==> config.mk <==
export PLATFORM = sky130hd
export DESIGN_NAME = fpnl_front
export DESIGN_NICKNAME = d
export VERILOG_FILES = /design/src/hw/rtl/fpnl_pkg.sv /design/src/hw/rtl/fpnl_front.sv
export SDC_FILE = /design/constraint.sdc
export NUM_CORES = 1
export LEC_CHECK = 0
export ABC_CLOCK_PERIOD_IN_PS = 2800
export BUFFER_PORTS_ARGS = -buffer_cell sky130_fd_sc_hd__buf_4
export CAP_MARGIN = 20
export CELL_PAD_IN_SITES_DETAIL_PLACEMENT = 1
export CELL_PAD_IN_SITES_GLOBAL_PLACEMENT = 2
export CORE_MARGIN = 4
export CORE_UTILIZATION = 33
export DETAILED_ROUTE_END_ITERATION = 10
export PLACE_DENSITY_LB_ADDON = 0.1
export SLEW_MARGIN = 25
export SYNTH_ARGS = -nofsm -noshare
export SYNTH_HDL_FRONTEND = slang
export SYNTH_SLANG_ARGS = --single-unit
==> constraint.sdc <==
create_clock -name clk -period 2.8 [get_ports clk]
set_clock_uncertainty 0.2 [all_clocks]
set_input_delay 0.28 -clock clk [delete_from_list [all_inputs] [get_ports clk]]
set_output_delay 0.28 -clock clk [all_outputs]
set_load 0.02 [all_outputs]
==> src/hw/rtl/fpnl_pkg.sv <==
// Package for the fixed-point natural logarithm: default parameters and constants.
// Depends on nothing; used by the top level, the front end, the squaring stage, the scaling stage and the checker.
package fpnl_pkg;

  localparam int FRAC_BITS_DEF   = 16;
  localparam int VALUE_WIDTH_DEF = 32;

  // Width of the result field.
  localparam int LOG_W = 21;

  // ln 2 in Q31, held as a positive signed constant.
  localparam int LN2_W     = 32;
  localparam int LN2_SHIFT = 31;
  localparam logic signed [LN2_W-1:0] LN2_Q31 = 32'sd1488522236;

endpackage

==> src/hw/rtl/fpnl_front.sv <==
// Front end of the logarithm pipeline: domain check, leading-one search and
// normalisation into [1,2). Two register stages. Depends on fpnl_pkg defaults.
module fpnl_front #(
  parameter int FRAC_BITS   = fpnl_pkg::FRAC_BITS_DEF,
  parameter int VALUE_WIDTH = fpnl_pkg::VALUE_WIDTH_DEF
) (
  input  logic                                                   clk,
  input  logic                                                   rst_n,
  input  logic                                                   up_valid,
  output logic                                                   up_ready,
  input  logic [VALUE_WIDTH-1:0]                                 up_value,
  output logic                                                   dn_valid,
  input  logic                                                   dn_ready,
  output logic [FRAC_BITS:0]                                     dn_z,
  output logic [$clog2(VALUE_WIDTH+FRAC_BITS)+FRAC_BITS:0]       dn_y,
  output logic                                                   dn_dom
);

  localparam int ZW   = FRAC_BITS + 1;
  localparam int EW   = $clog2(VALUE_WIDTH + FRAC_BITS) + 1;
  localparam int YW   = EW + FRAC_BITS;
  localparam int MSBW = $clog2(VALUE_WIDTH);
  localparam int WW   = VALUE_WIDTH + FRAC_BITS;

  // First stage: operand, position of its leading one, domain flag.
  logic                   va_r;
  logic [VALUE_WIDTH-1:0] a_r;
  logic [MSBW-1:0]        msb_r;
  logic                   doma_r;
  logic [MSBW-1:0]        msb_nxt;
  logic                   doma_nxt;
  logic                   ready_a;

  // Second stage: mantissa in [1,2) and integer part of the base-2 log.
  logic                   vb_r;
  logic [ZW-1:0]          z_r;
  logic [YW-1:0]          y_r;
  logic                   domb_r;
  logic [ZW-1:0]          z_nxt;
  logic [YW-1:0]          y_nxt;
  logic                   ready_b;

  logic signed [EW-1:0]   e;
  logic signed [EW-1:0]   e_neg;
  logic [WW-1:0]          wide;
  logic [WW-1:0]          wide_sh;

  assign ready_b  = !vb_r || dn_ready;
  assign ready_a  = !va_r || ready_b;
  assign up_ready = ready_a;

  always_comb begin
    msb_nxt = '0;
    for (int i = 0; i < VALUE_WIDTH; i++) begin
      if (up_value[i]) begin
        msb_nxt = MSBW'(i);
      end
    end
    doma_nxt = (up_value == '0) || up_value[VALUE_WIDTH-1];
  end

  always_comb begin
    e     = {{(EW-MSBW){1'b0}}, msb_r} - EW'(FRAC_BITS);
    e_neg = -e;
    wide  = {{FRAC_BITS{1'b0}}, a_r};
    if (e[EW-1]) begin
      wide_sh = wide << e_neg[EW-2:0];
    end else begin
      wide_sh = wide >> e[EW-2:0];
    end
    z_nxt = wide_sh[ZW-1:0];
    y_nxt = {e, {FRAC_BITS{1'b0}}};
  end

  always_ff @(posedge clk) begin
    if (!rst_n) begin
      va_r <= 1'b0;
      vb_r <= 1'b0;
    end else begin
      if (ready_a) begin
        va_r <= up_valid;
      end
      if (ready_b) begin
        vb_r <= va_r;
      end
    end
  end

  always_ff @(posedge clk) begin
    if (ready_a && up_valid) begin
      a_r    <= up_value;
      msb_r  <= msb_nxt;
      doma_r <= doma_nxt;
    end
    if (ready_b && va_r) begin
      z_r    <= z_nxt;
      y_r    <= y_nxt;
      domb_r <= doma_r;
    end
  end

  assign dn_valid = vb_r;
  assign dn_z     = z_r;
  assign dn_y     = y_r;
  assign dn_dom   = domb_r;

endmodule

; Word-level counts from Yosys, hierarchy flattened
; Index checks and enable logic that the tools add are counted.
[op_classes]
n_addsub = 2
n_mul = 0
div_mod_pow = 0
n_lt_le_gt_ge = 0
n_eq_ne = 0
shifts = 2
n_mux = 31
bitwise_logic = 0
n_reduce_logical = 12
[ops]
columns = op, count
row1 = 2-to-1 mux 5 bit, 14
row2 = zero test 32 bit, 1
row3 = 2-to-1 mux 4 bit, 8
row4 = left shift 32 x 6 -> 17 bit, 1
row5 = >> shifter 32 x 6 -> 17 bit, 1
row6 = 2-to-1 mux 17 bit, 1
row7 = OR reduction 16 bit, 1
row8 = 2-to-1 mux 3 bit, 4
row9 = OR reduction 8 bit, 1
row10 = negation 6 bit, 1
row11 = subtractor 5 x 5 -> 6 bit (second input constant), 1
row12 = 2-to-1 mux 2 bit, 2
row13 = OR reduction 4 bit, 1
row14 = logical OR 1 bit, 3
row15 = logical AND 1 bit, 2
row16 = zero test 1 bit, 2
row17 = 2-to-1 mux 1 bit, 2
row18 = OR reduction 2 bit, 1
[word_totals]
regBits = 64
latchBits = 0
ramBits = 0
rom_bits = 0
out_inout_bits = 43
wordCells = 59
memories = 0

; Longest topological paths before layout
; Gate-level depths: netlist (run 1).
[logic_depth]
ltp_word = 30
depth_mapped = 12

; Worst setup path after synthesis (run 1)
; OpenSTA, ideal clock, no wires.
[synth_timing]
kind = register to register
from = reg msb_r[0]
to = reg z_r[10] (netlist: dn_z[10]) (data pin)
setup_time_ps = 267
arrival_ps = 2457
t_required_ps = 2333
path_slack_ps = -125
path_stages_with_launch = 13
path_buffers = 5
period_less_slack_ps = 2925
cell_sequence = edfxtp_1 -> buf_4 -> inv_1 -> buf_2 -> buf_2 -> ha_1 -> buf_2 -> buf_2 -> mux2_2 -> mux2i_1 -> nor2_1 -> o21ai_0 -> o211ai_1
[synth_via]
elab_chain_cells = 4
word_cells_on_any_way = 5
cone_classes = 2 x add/sub / 2 x shift / 1 x mux
[synth_lines]
columns = item, line
row1 = from (decl), fpnl_front.sv:28  ; logic [MSBW-1:0] msb_r;
row2 = from (signal assigned), fpnl_front.sv:92  ; msb_r <= msb_nxt;
row3 = subtractor 5 x 5 -> 6 bit (*), fpnl_front.sv:63  ; e = {{(EW-MSBW){1'b0}}, msb_r} - EW'(FRAC_BITS);
row4 = negation 6 bit, fpnl_front.sv:64  ; e_neg = -e;
row5 = left shift 32 x 6 -> 17 bit, fpnl_front.sv:67  ; wide_sh = wide << e_neg[EW-2:0];
row6 = 2-to-1 mux 17 bit (*), fpnl_front.sv:66  ; if (e[EW-1]) begin
row7 = named net wide_sh[10], fpnl_front.sv:46  ; logic [WW-1:0] wide_sh;
row8 = to (signal assigned), fpnl_front.sv:96  ; z_r <= z_nxt;
row9 = to (decl), fpnl_front.sv:36  ; logic [ZW-1:0] z_r;
; The timed path passes the listed nets; every way through them passes the cells marked *.
; A chain may end at the register's enable or synchronous reset.

; Worst setup path after layout (run 1)
[layout_timing]
from = reg msb_r[0]
to = reg z_r[6] (netlist: dn_z[6]) (data pin)
; Same word-level chain as after synthesis.

==> flow_summary.yaml, run 1 <==
layout:
  utilization: 0.431
  fin_cells: 644
  num-nets-final: 505
  area_growth_pct: 27.6
  drive_gt1_frac: 0.278
  n_antenna_cell: 0
global_route:
  grtUsageMet3: 0.0339
  antenna_found_initial: 0
  met1_usage: 0.239
  grt-ovfl-total: 0
  use_met2: 0.304
  top_usage_layer: "met2"
  grt_pass1_vias: 3508
  grt_pass1_wl_mm: 20.3
  grt_util_all_layers: 0.182
  grt_max_degree: 39
timing:
  slew_headroom: 0.650
  final.setup.tns_ps: 0
  period_share: 0.897
  worst_pin_slew_ps: 517
  hold_viol_final: 0
  rsz0062_at_grt: "no"
  setup_viol_count_final: 0
  fmax_mhz: 398
  drv_slew: 0
  final.min_clock_period_ps: 2510
detailed_routing:
  wl_per_cell_um: 20.0
  wl_mm: 12.9
  via_per_inst: 5.26
  drt-initial-drc-count: 93
  dr.pass1.iters: 4
  drc: 0
  ant_nets: 0
  vias: 3387
die:
  core-area_um2: 12700
  dieArea_um2: 14800
  ios: 79
  die_h_um: 122
  start_util: 0.338
  die_w_um: 122
  rows: 41
synth:
  async_flop_share: 0
  ys.flop_type: "edfxtp_1"
  synthCells: 373
  synth.yosys.seq_area_share: 0.438
  synth-edff-count: 61
  netlist_area_um2: 4280
  synth.ff_latch_count: 63
  avgSynthCellArea_um2: 11.5
  yosysWarnings: 0
  ys_types: 55
worst_setup_path:
  required_ps: 2690
  cp-start-kind: "register"
  crit_path_end_kind: "register"
  critPathKind: "reg2reg"
  arrival_ps: 2400
  path_max_fanout: 12
clock_network:
  cts_buffers: 9
  clock_path_buffers: 2
  ctsRootBufferMaster: "clkbuf_16"
  cts-htree-levels: 3
  cts_setup_buffers: 0
  cts_tree: "built"
  clk_latency_ps: 340
  clock_sinks: 63
  path_clk_slew_ps: 60
place:
  io_buffers: 62
  hpwl_mm: 9.92
  gp_congestion: 0.873
  dpl.cell_count: 595
worst_hold_path:
  hold_class: "in2reg"
power_and_ir_drop:
  power_leakage_nw: 2.17
  ir_worst_vdd_v: 0.000265
  powerDensity_nw_per_um2: 521
job:
  max_cap_viol_count: 0
outcome:
  status: "finished clean"
cell usage in the layout (no fill, tap or decap), types with 5 or more instances in the layout:
master	synthesis	final
mux4_2	25	25
inv_1	8	8
nand2_1	51	51
buf_4	21	72
clkbuf_16	0	9
nor2_1	28	28
dlygate4sd3_1	0	34
mux2_2	9	9
o211ai_1	5	5
o21ai_0	21	21
edfxtp_1	61	61
a21oi_1	14	14
mux2i_1	38	38
conb_1	1	16
area by class of cell:
class                   count  area [µm²]
multi-input cells         277        2150
flip-flops and latches     63        1870
well taps                 172         215
repair buffers            107         901
clock inverters             6        62.6
fillers                  1393        7210
inverters                  10        37.5
clock buffers               9         225
cell usage after synthesis, types with 3 or more instances:
library cell | count | area [µm²]
and2_1 | 4 | 25.0
a22oi_1 | 3 | 22.5
mux2i_1 | 38 | 380
mux2_2 | 9 | 101
a21oi_1 | 14 | 70.1
o21a_1 | 3 | 22.5
inv_1 | 8 | 30.0
nor2b_1 | 5 | 31.3
o31ai_1 | 4 | 30.0
a22o_1 | 4 | 35.0
nor3_1 | 4 | 20.0
edfxtp_1 | 61 | 1830
buf_4 | 21 | 158
o21ai_0 | 21 | 105
nand2_1 | 51 | 191
o211ai_1 | 5 | 37.5
buf_2 | 9 | 45.0
nor2_1 | 28 | 105
nand4_1 | 3 | 18.8
o221ai_1 | 4 | 35.0
o22ai_1 | 3 | 18.8
buf_6 | 5 | 56.3
mux4_2 | 25 | 563
final timing paths:
| check | from | endpoint | slack, ps | depth (start not counted) |
|---|---|---|---|---|
| worst max-delay path | msb_r[0]$_SDFFCE_PP1P_ | dn_z[6]$_DFFE_PP_ | 290 | 7 |
| worst min-delay path | dn_ready | dn_valid$_SDFFE_PN0P_ | 110 | 3 |
| worst max register to register | msb_r[0]$_SDFFCE_PP1P_ | dn_z[6]$_DFFE_PP_ | 290 | 7 |
| worst min register to register | doma_r$_DFFE_PP_ | dn_dom$_DFFE_PP_ | 230 | 0 |
flip-flops by register name, summed over array words and instances (netlist names):
signal	count
dn_y	5
dn_dom	1
msb_r	5
doma_r	1
dn_z	17
va_r	1
a_r	32
dn_valid	1
worst max-delay path, cell delays in order, from the launching register on:
cell and delay [ps]:
edfxtp_1 340, inv_1 60, ha_1 460, buf_4 280
mux2i_1 260, o21a_1 200, o21ai_0 170, a22o_1 280
kinds of logic after synthesis:
logic type | after synthesis | share of synthesized area
simple gates | 105 | 0.110
compound gates | 81 | 0.126
mux | 72 | 0.244
flops | 63 | 0.438
buf+inv | 48 | 0.0746
xor+xnor | 2 | 0.00410
fa+ha+maj | 1 | 0.00292
other cells | 1 | 0.000877
where the power goes:
part / total, mW / internal, mW / leakage, nW / switching, mW
registers: 1.15 / 1.10 / 0.595 / 0.0480
logic: 0.584 / 0.270 / 1.43 / 0.314
clock network: 1.11 / 0.682 / 0.145 / 0.428
total: 2.84 / 2.05 / 2.17 / 0.791
routing by layer:
metal  vias to the layer above  wire length, µm
met3                        13              479
met4                         0              231
met1                      1703             5720
met5                         -                0
met2                        85             6460
li1                       1586                -
timing repair:
item | CTS | global route
hold buffers | 34 | 0
resized for setup | 0 | 0
hold endpoints to repair | 34 | 0
metrics by stage:
stage / power [mW] / cell area [µm²] / setup WS [ps] / hold slack [ps]
finish: 2.84 / 5460 / 288 / 111
CTS: 2.87 / 5460 / 285 / 94.6
detailed placement: 1.72 / 4830 / 287 / 217
floorplan: 1.53 / 4340 / 6.21 / 179
global route: 2.97 / 5460 / 158 / 130
global placement: 1.71 / 4830 / 324 / 202
Note: power is estimated with default switching activity, not from simulation.
==> run 2, diff against run 1 <==
Settings changed: ABC_CLOCK_PERIOD_IN_PS 2800 to 2200.
Clock period 2.8 ns to 2.2 ns, I/O delays scaled along.
==> run 2 against run 1 <==
Effect of this change: the run now ends with setup timing left; wire length grew 2.8%; critical path type unchanged; cell count grew 7.8%; critical endpoint is now dn_z[0]$_DFFE_PP_; flip-flop and latch count is the same; global-route usage grew 0.33 points; worst setup slack lost 440 ps; clock power grew 36%; total power grew 37%.
==> flow_summary.yaml, run 2 (synthesis results as in run 1) <==
timing:
  fmax_mhz: 425
  hold_viol_final: 0
  slew_headroom: 0.439
  rsz0062_at_grt: "yes"
  worst_pin_slew_ps: 842
  period_share: 1.07
  fin_ws_ps: -154
  setup_viol_count_final: 17
  final.setup.tns_ps: -1800
  drv_slew: 0
  final.min_clock_period_ps: 2350
power_and_ir_drop:
  ir_worst_vdd_v: 0.000315
  powerDensity_nw_per_um2: 640
  power_leakage_nw: 2.48
clock_network:
  clk_latency_ps: 330
  ctsRootBufferMaster: "clkbuf_16"
  cts-htree-levels: 3
  clock_path_buffers: 2
  cts_tree: "built"
  cts_buffers: 9
  clock_sinks: 63
  path_clk_slew_ps: 60
outcome:
  status: "complete, but fails checks"
  violations: "setup timing"
detailed_routing:
  drt-initial-drc-count: 149
  ant_nets: 0
  drc: 0
  wl_mm: 13.2
  top_layer: "met4"
  wl_met2_mm: 6.83
  wl_per_cell_um: 19.1
  wl_met3_um: 474
  dr.pass1.iters: 4
  drt-met1-wl_mm: 5.63
  via_per_inst: 5.10
  vias: 3542
layout:
  n_antenna_cell: 0
  utilization: 0.481
  final_cell_mix: "buf_4, edfxtp_1, nand2_1"
  area_growth_pct: 42.4
  drive_gt1_frac: 0.404
  stdcell_area_um2: 6090
  num-nets-final: 555
  largest_reg_flops: 32
  layout_commonest_cell: "buf_4"
  largest-register: "a_r"
worst_setup_path:
  cp-start-kind: "register"
  required_ps: 2180
  arrival_ps: 2330
  critPathKind: "reg2reg"
  r2r_cells: 8
  path_max_fanout: 7
  crit_path_end_kind: "register"
place:
  gp_congestion: 0.824
  hpwl_mm: 10.2
  io_buffers: 62
  placed_area_um2: 5150
die:
  rows: 41
  die_w_um: 122
  dieArea_um2: 14800
  core-area_um2: 12700
  start_util: 0.338
  ios: 79
  die_h_um: 122
global_route:
  antenna_found_initial: 0
  grt_util_all_layers: 0.185
  grt-ovfl-total: 0
  grt_max_degree: 39
  grt_pass1_vias: 3869
  grt_pass1_wl_mm: 20.9
job:
  max_cap_viol_count: 0
worst_hold_path:
  whs_path_depth: 3
  hold_class: "in2reg"
[run 2: cell types whose count changed in the layout (fill, tap and decap cells not counted), moves of 7 or more]
cell,before,now
mux2i_2,0,9
buf_4,72,111
o21ai_1,2,10
buf_6,0,7
o21ai_0,21,10
mux2i_1,38,29
[run 2: power breakdown]
part,internal [mW],switching [mW],total [mW],leakage [nW]
logic,0.467,0.456,0.923,1.73
clock network,0.982,0.532,1.51,0.151
registers,1.40,0.0551,1.46,0.595
[run 2: timing repair]
item,4_1_cts,5_1_grt
gates cloned,1,0
hold buffers,34,0
gates resized for setup,38,5
hold endpoints to repair,34,0
setup buffers,14,0
pin swaps,21,7
setup endpoints to repair,16,17
[run 2: area by class of cell]
class / count / area [µm²]
Multi-Input combinational cell: 278 / 2320
Sequential cell: 63 / 1870
Clock buffer: 9 / 225
Inverter: 10 / 42.5
Timing Repair Buffer: 156 / 1330
Fill cell: 1367 / 6580
Clock inverter: 6 / 86.3
Tap cell: 172 / 215
[run 2: final timing paths]
check                                             from                     to  slack [ps]
worst max-delay path            msb_r[1]$_SDFFCE_PP1P_      dn_z[0]$_DFFE_PP_        -150
worst min-delay path                          dn_ready  dn_valid$_SDFFE_PN0P_          50
worst max register to register  msb_r[1]$_SDFFCE_PP1P_      dn_z[0]$_DFFE_PP_        -150
worst min register to register        doma_r$_DFFE_PP_       dn_dom$_DFFE_PP_         230
[run 2: stage by stage]
stage / std cells / hold WS, ps / worst slack, ps / power (mW)
floorplan: 388 / 119 / -291 / 1.98
global placement: 631 / 205 / -150 / 2.26
detailed placement: 631 / 211 / -175 / 2.27
CTS: 694 / 45.6 / -107 / 3.91
global route: 694 / 62.4 / -217 / 4.07
finish: 694 / 49.6 / -154 / 3.90
[run 2: worst max-delay path, cell delays in order, from the launching register on]
cell,delay [ps]
edfxtp_1,460
buf_6,160
buf_6,110
buf_6,120
or4_4,530
o21ai_4,160
and2_4,230
nand2_4,90
o21ai_2,150
[run 2: layer usage]
metal,up-vias,track usage
met2,82,0.328
met1,1760,0.230
met4,0,0.0581
li1,1686,-
met3,14,0.0334
met5,-,0
==> run 3, diff against run 2 <==
Settings changed: BUFFER_PORTS_ARGS -buffer_cell sky130_fd_sc_hd__buf_4 to -buffer_cell sky130_fd_sc_hd__clkbuf_2, CORE_ASPECT_RATIO set to 2, CORE_UTILIZATION 33 to 34, CTS_BUF_LIST set to sky130_fd_sc_hd__clkbuf_8.
==> run 3 against run 2 <==
Effect of this change: the run still ends with setup timing left; via count is 1.8% higher; sequential share of layout area rose by 1.7 points; clock-buffer cell count unchanged; highest routed layer unchanged.
==> flow_summary.yaml, run 3 (synthesis results as in run 1) <==
outcome:
  status: "complete, but fails checks"
  violations: "setup timing"
layout:
  area_growth_pct: 34.9
  n_antenna_cell: 0
  fin_cells: 672
  layout_commonest_cell: "clkbuf_2"
  num-nets-final: 557
  final_cell_mix: "clkbuf_2, edfxtp_1, buf_4"
  largest-register: "a_r"
  largest_reg_flops: 32
  drive_gt1_frac: 0.398
  stdcell_area_um2: 5770
  utilization: 0.471
timing:
  worst_pin_slew_ps: 790
  final.min_clock_period_ps: 2370
  hold_viol_final: 0
  rsz0062_at_grt: "yes"
  setup_viol_count_final: 17
  fmax_mhz: 422
  fin_ws_ps: -170
  period_share: 1.08
  slew_headroom: 0.474
  holdWs_ps: 30.4
  drv_slew: 0
detailed_routing:
  wl_per_cell_um: 21.5
  wl_mm: 14.4
  via_per_inst: 5.36
  drt-initial-drc-count: 133
  dr.pass1.iters: 4
  drc: 0
  ant_nets: 0
  vias: 3605
die:
  core-area_um2: 12300
  dieArea_um2: 14500
  start_util: 0.349
  rows: 57
  ios: 79
  die_w_um: 87.3
  die_h_um: 167
clock_network:
  path_clk_slew_ps: 70
  cts-htree-levels: 3
  clock_path_buffers: 2
  cts_tree: "built"
  cts_buffers: 9
  clk_latency_ps: 350
  clock_sinks: 63
  ctsRootBufferMaster: "clkbuf_8"
global_route:
  grt_pass1_wl_mm: 21.1
  grt_util_all_layers: 0.196
  grt_pass1_vias: 3930
  grt-ovfl-total: 0
  grt_max_degree: 39
  antenna_found_initial: 0
worst_setup_path:
  critPathKind: "reg2reg"
  cp-start-kind: "register"
  critPathBufInv: 3
  critPathTopFamily: "compound AO/OA/AOI/OAI gates"
  arrival_ps: 2270
  required_ps: 2100
  path_cells: "inv_4 -> ha_4 -> buf_6 -> mux4_2 -> buf_6 -> nand2_2 -> o21ai_2 -> a22oi_2 -> o21ai_1"
  slowest_stage: "edfxtp_1"
  path_max_fanout: 7
  max_stage_delay_ps: 410
  crit_path_end_kind: "register"
  critPathMostFrequentCell: "buf_6"
  cp.depth: 9
  r2r_cells: 9
power_and_ir_drop:
  power.total_mw: 3.35
  ir_worst_vdd_v: 0.000358
  powerDensity_nw_per_um2: 580
  power_leakage_nw: 2.38
place:
  gp_congestion: 0.898
  dpl.cell_count: 613
  io_buffers: 62
  placed_area_um2: 5010
  hpwl_mm: 11.4
worst_hold_path:
  hold_class: "in2reg"
  whs_path_depth: 3
job:
  max_cap_viol_count: 0
==> run 3: cell types whose count changed in the layout (fill, tap and decap cells not counted), moves of 5 or more <==
cell | previous run | this run
clkbuf_2 | 0 | 62
buf_4 | 111 | 58
clkbuf_16 | 9 | 1
clkbuf_8 | 0 | 9
buf_6 | 7 | 2
==> run 3: report_power, final <==
group	switching, mW	leakage (nW)	internal [mW]
sequential	0.0591	0.595	1.40
clock	0.478	0.0901	0.512
combinational	0.469	1.69	0.430
==> run 3: final timing paths <==
check                               end              startpoint  slack, ps
setup / recovery     dn_z[12]$_DFFE_PP_  msb_r[0]$_SDFFCE_PP1P_       -170
hold / removal    dn_valid$_SDFFE_PN0P_                dn_ready         30
setup reg to reg     dn_z[12]$_DFFE_PP_  msb_r[0]$_SDFFCE_PP1P_       -170
hold reg to reg        dn_dom$_DFFE_PP_        doma_r$_DFFE_PP_        240
==> run 3: per-layer routing <==
layer | part of all wire | global-route usage
met1 | 0.31 | 0.169
met3 | 0.029 | 0.0257
met4 | 0.068 | 0.147
met5 | 0 | 0
met2 | 0.59 | 0.379
==> run 3: worst reg2reg max path, cell delays in order (launching register included) <==
cell	delay, ps
edfxtp_1	410
inv_4	50
ha_4	320
buf_6	150
mux4_2	330
buf_6	140
nand2_2	70
o21ai_2	70
a22oi_2	280
o21ai_1	110
==> run 3: cell type report <==
class,instances,area [µm²]
clock buffers,9,124
repair buffers,159,1170
flip-flops and latches,63,1870
fillers,1403,6490
well taps,147,184
inverters,10,42.5
clock inverters,7,65.1
multi-input cells,277,2310
==> run 3: metrics by stage <==
step	TNS (ps)	worst slack, ps
CTS	-784	-123
global placement	-1530	-257
detailed placement	-1910	-266
floorplan	-2680	-291
global route	-3100	-226
finish	-1660	-170
==> run 3: repair_timing <==
item,4_1_cts,5_1_grt
hold buffers,34,0
resized for setup,13,21
setup endpoints to repair,16,18
gates cloned,0,1
buffers inserted,0,9
endpoints found under the hold margin,34,0
pin swaps,2,4
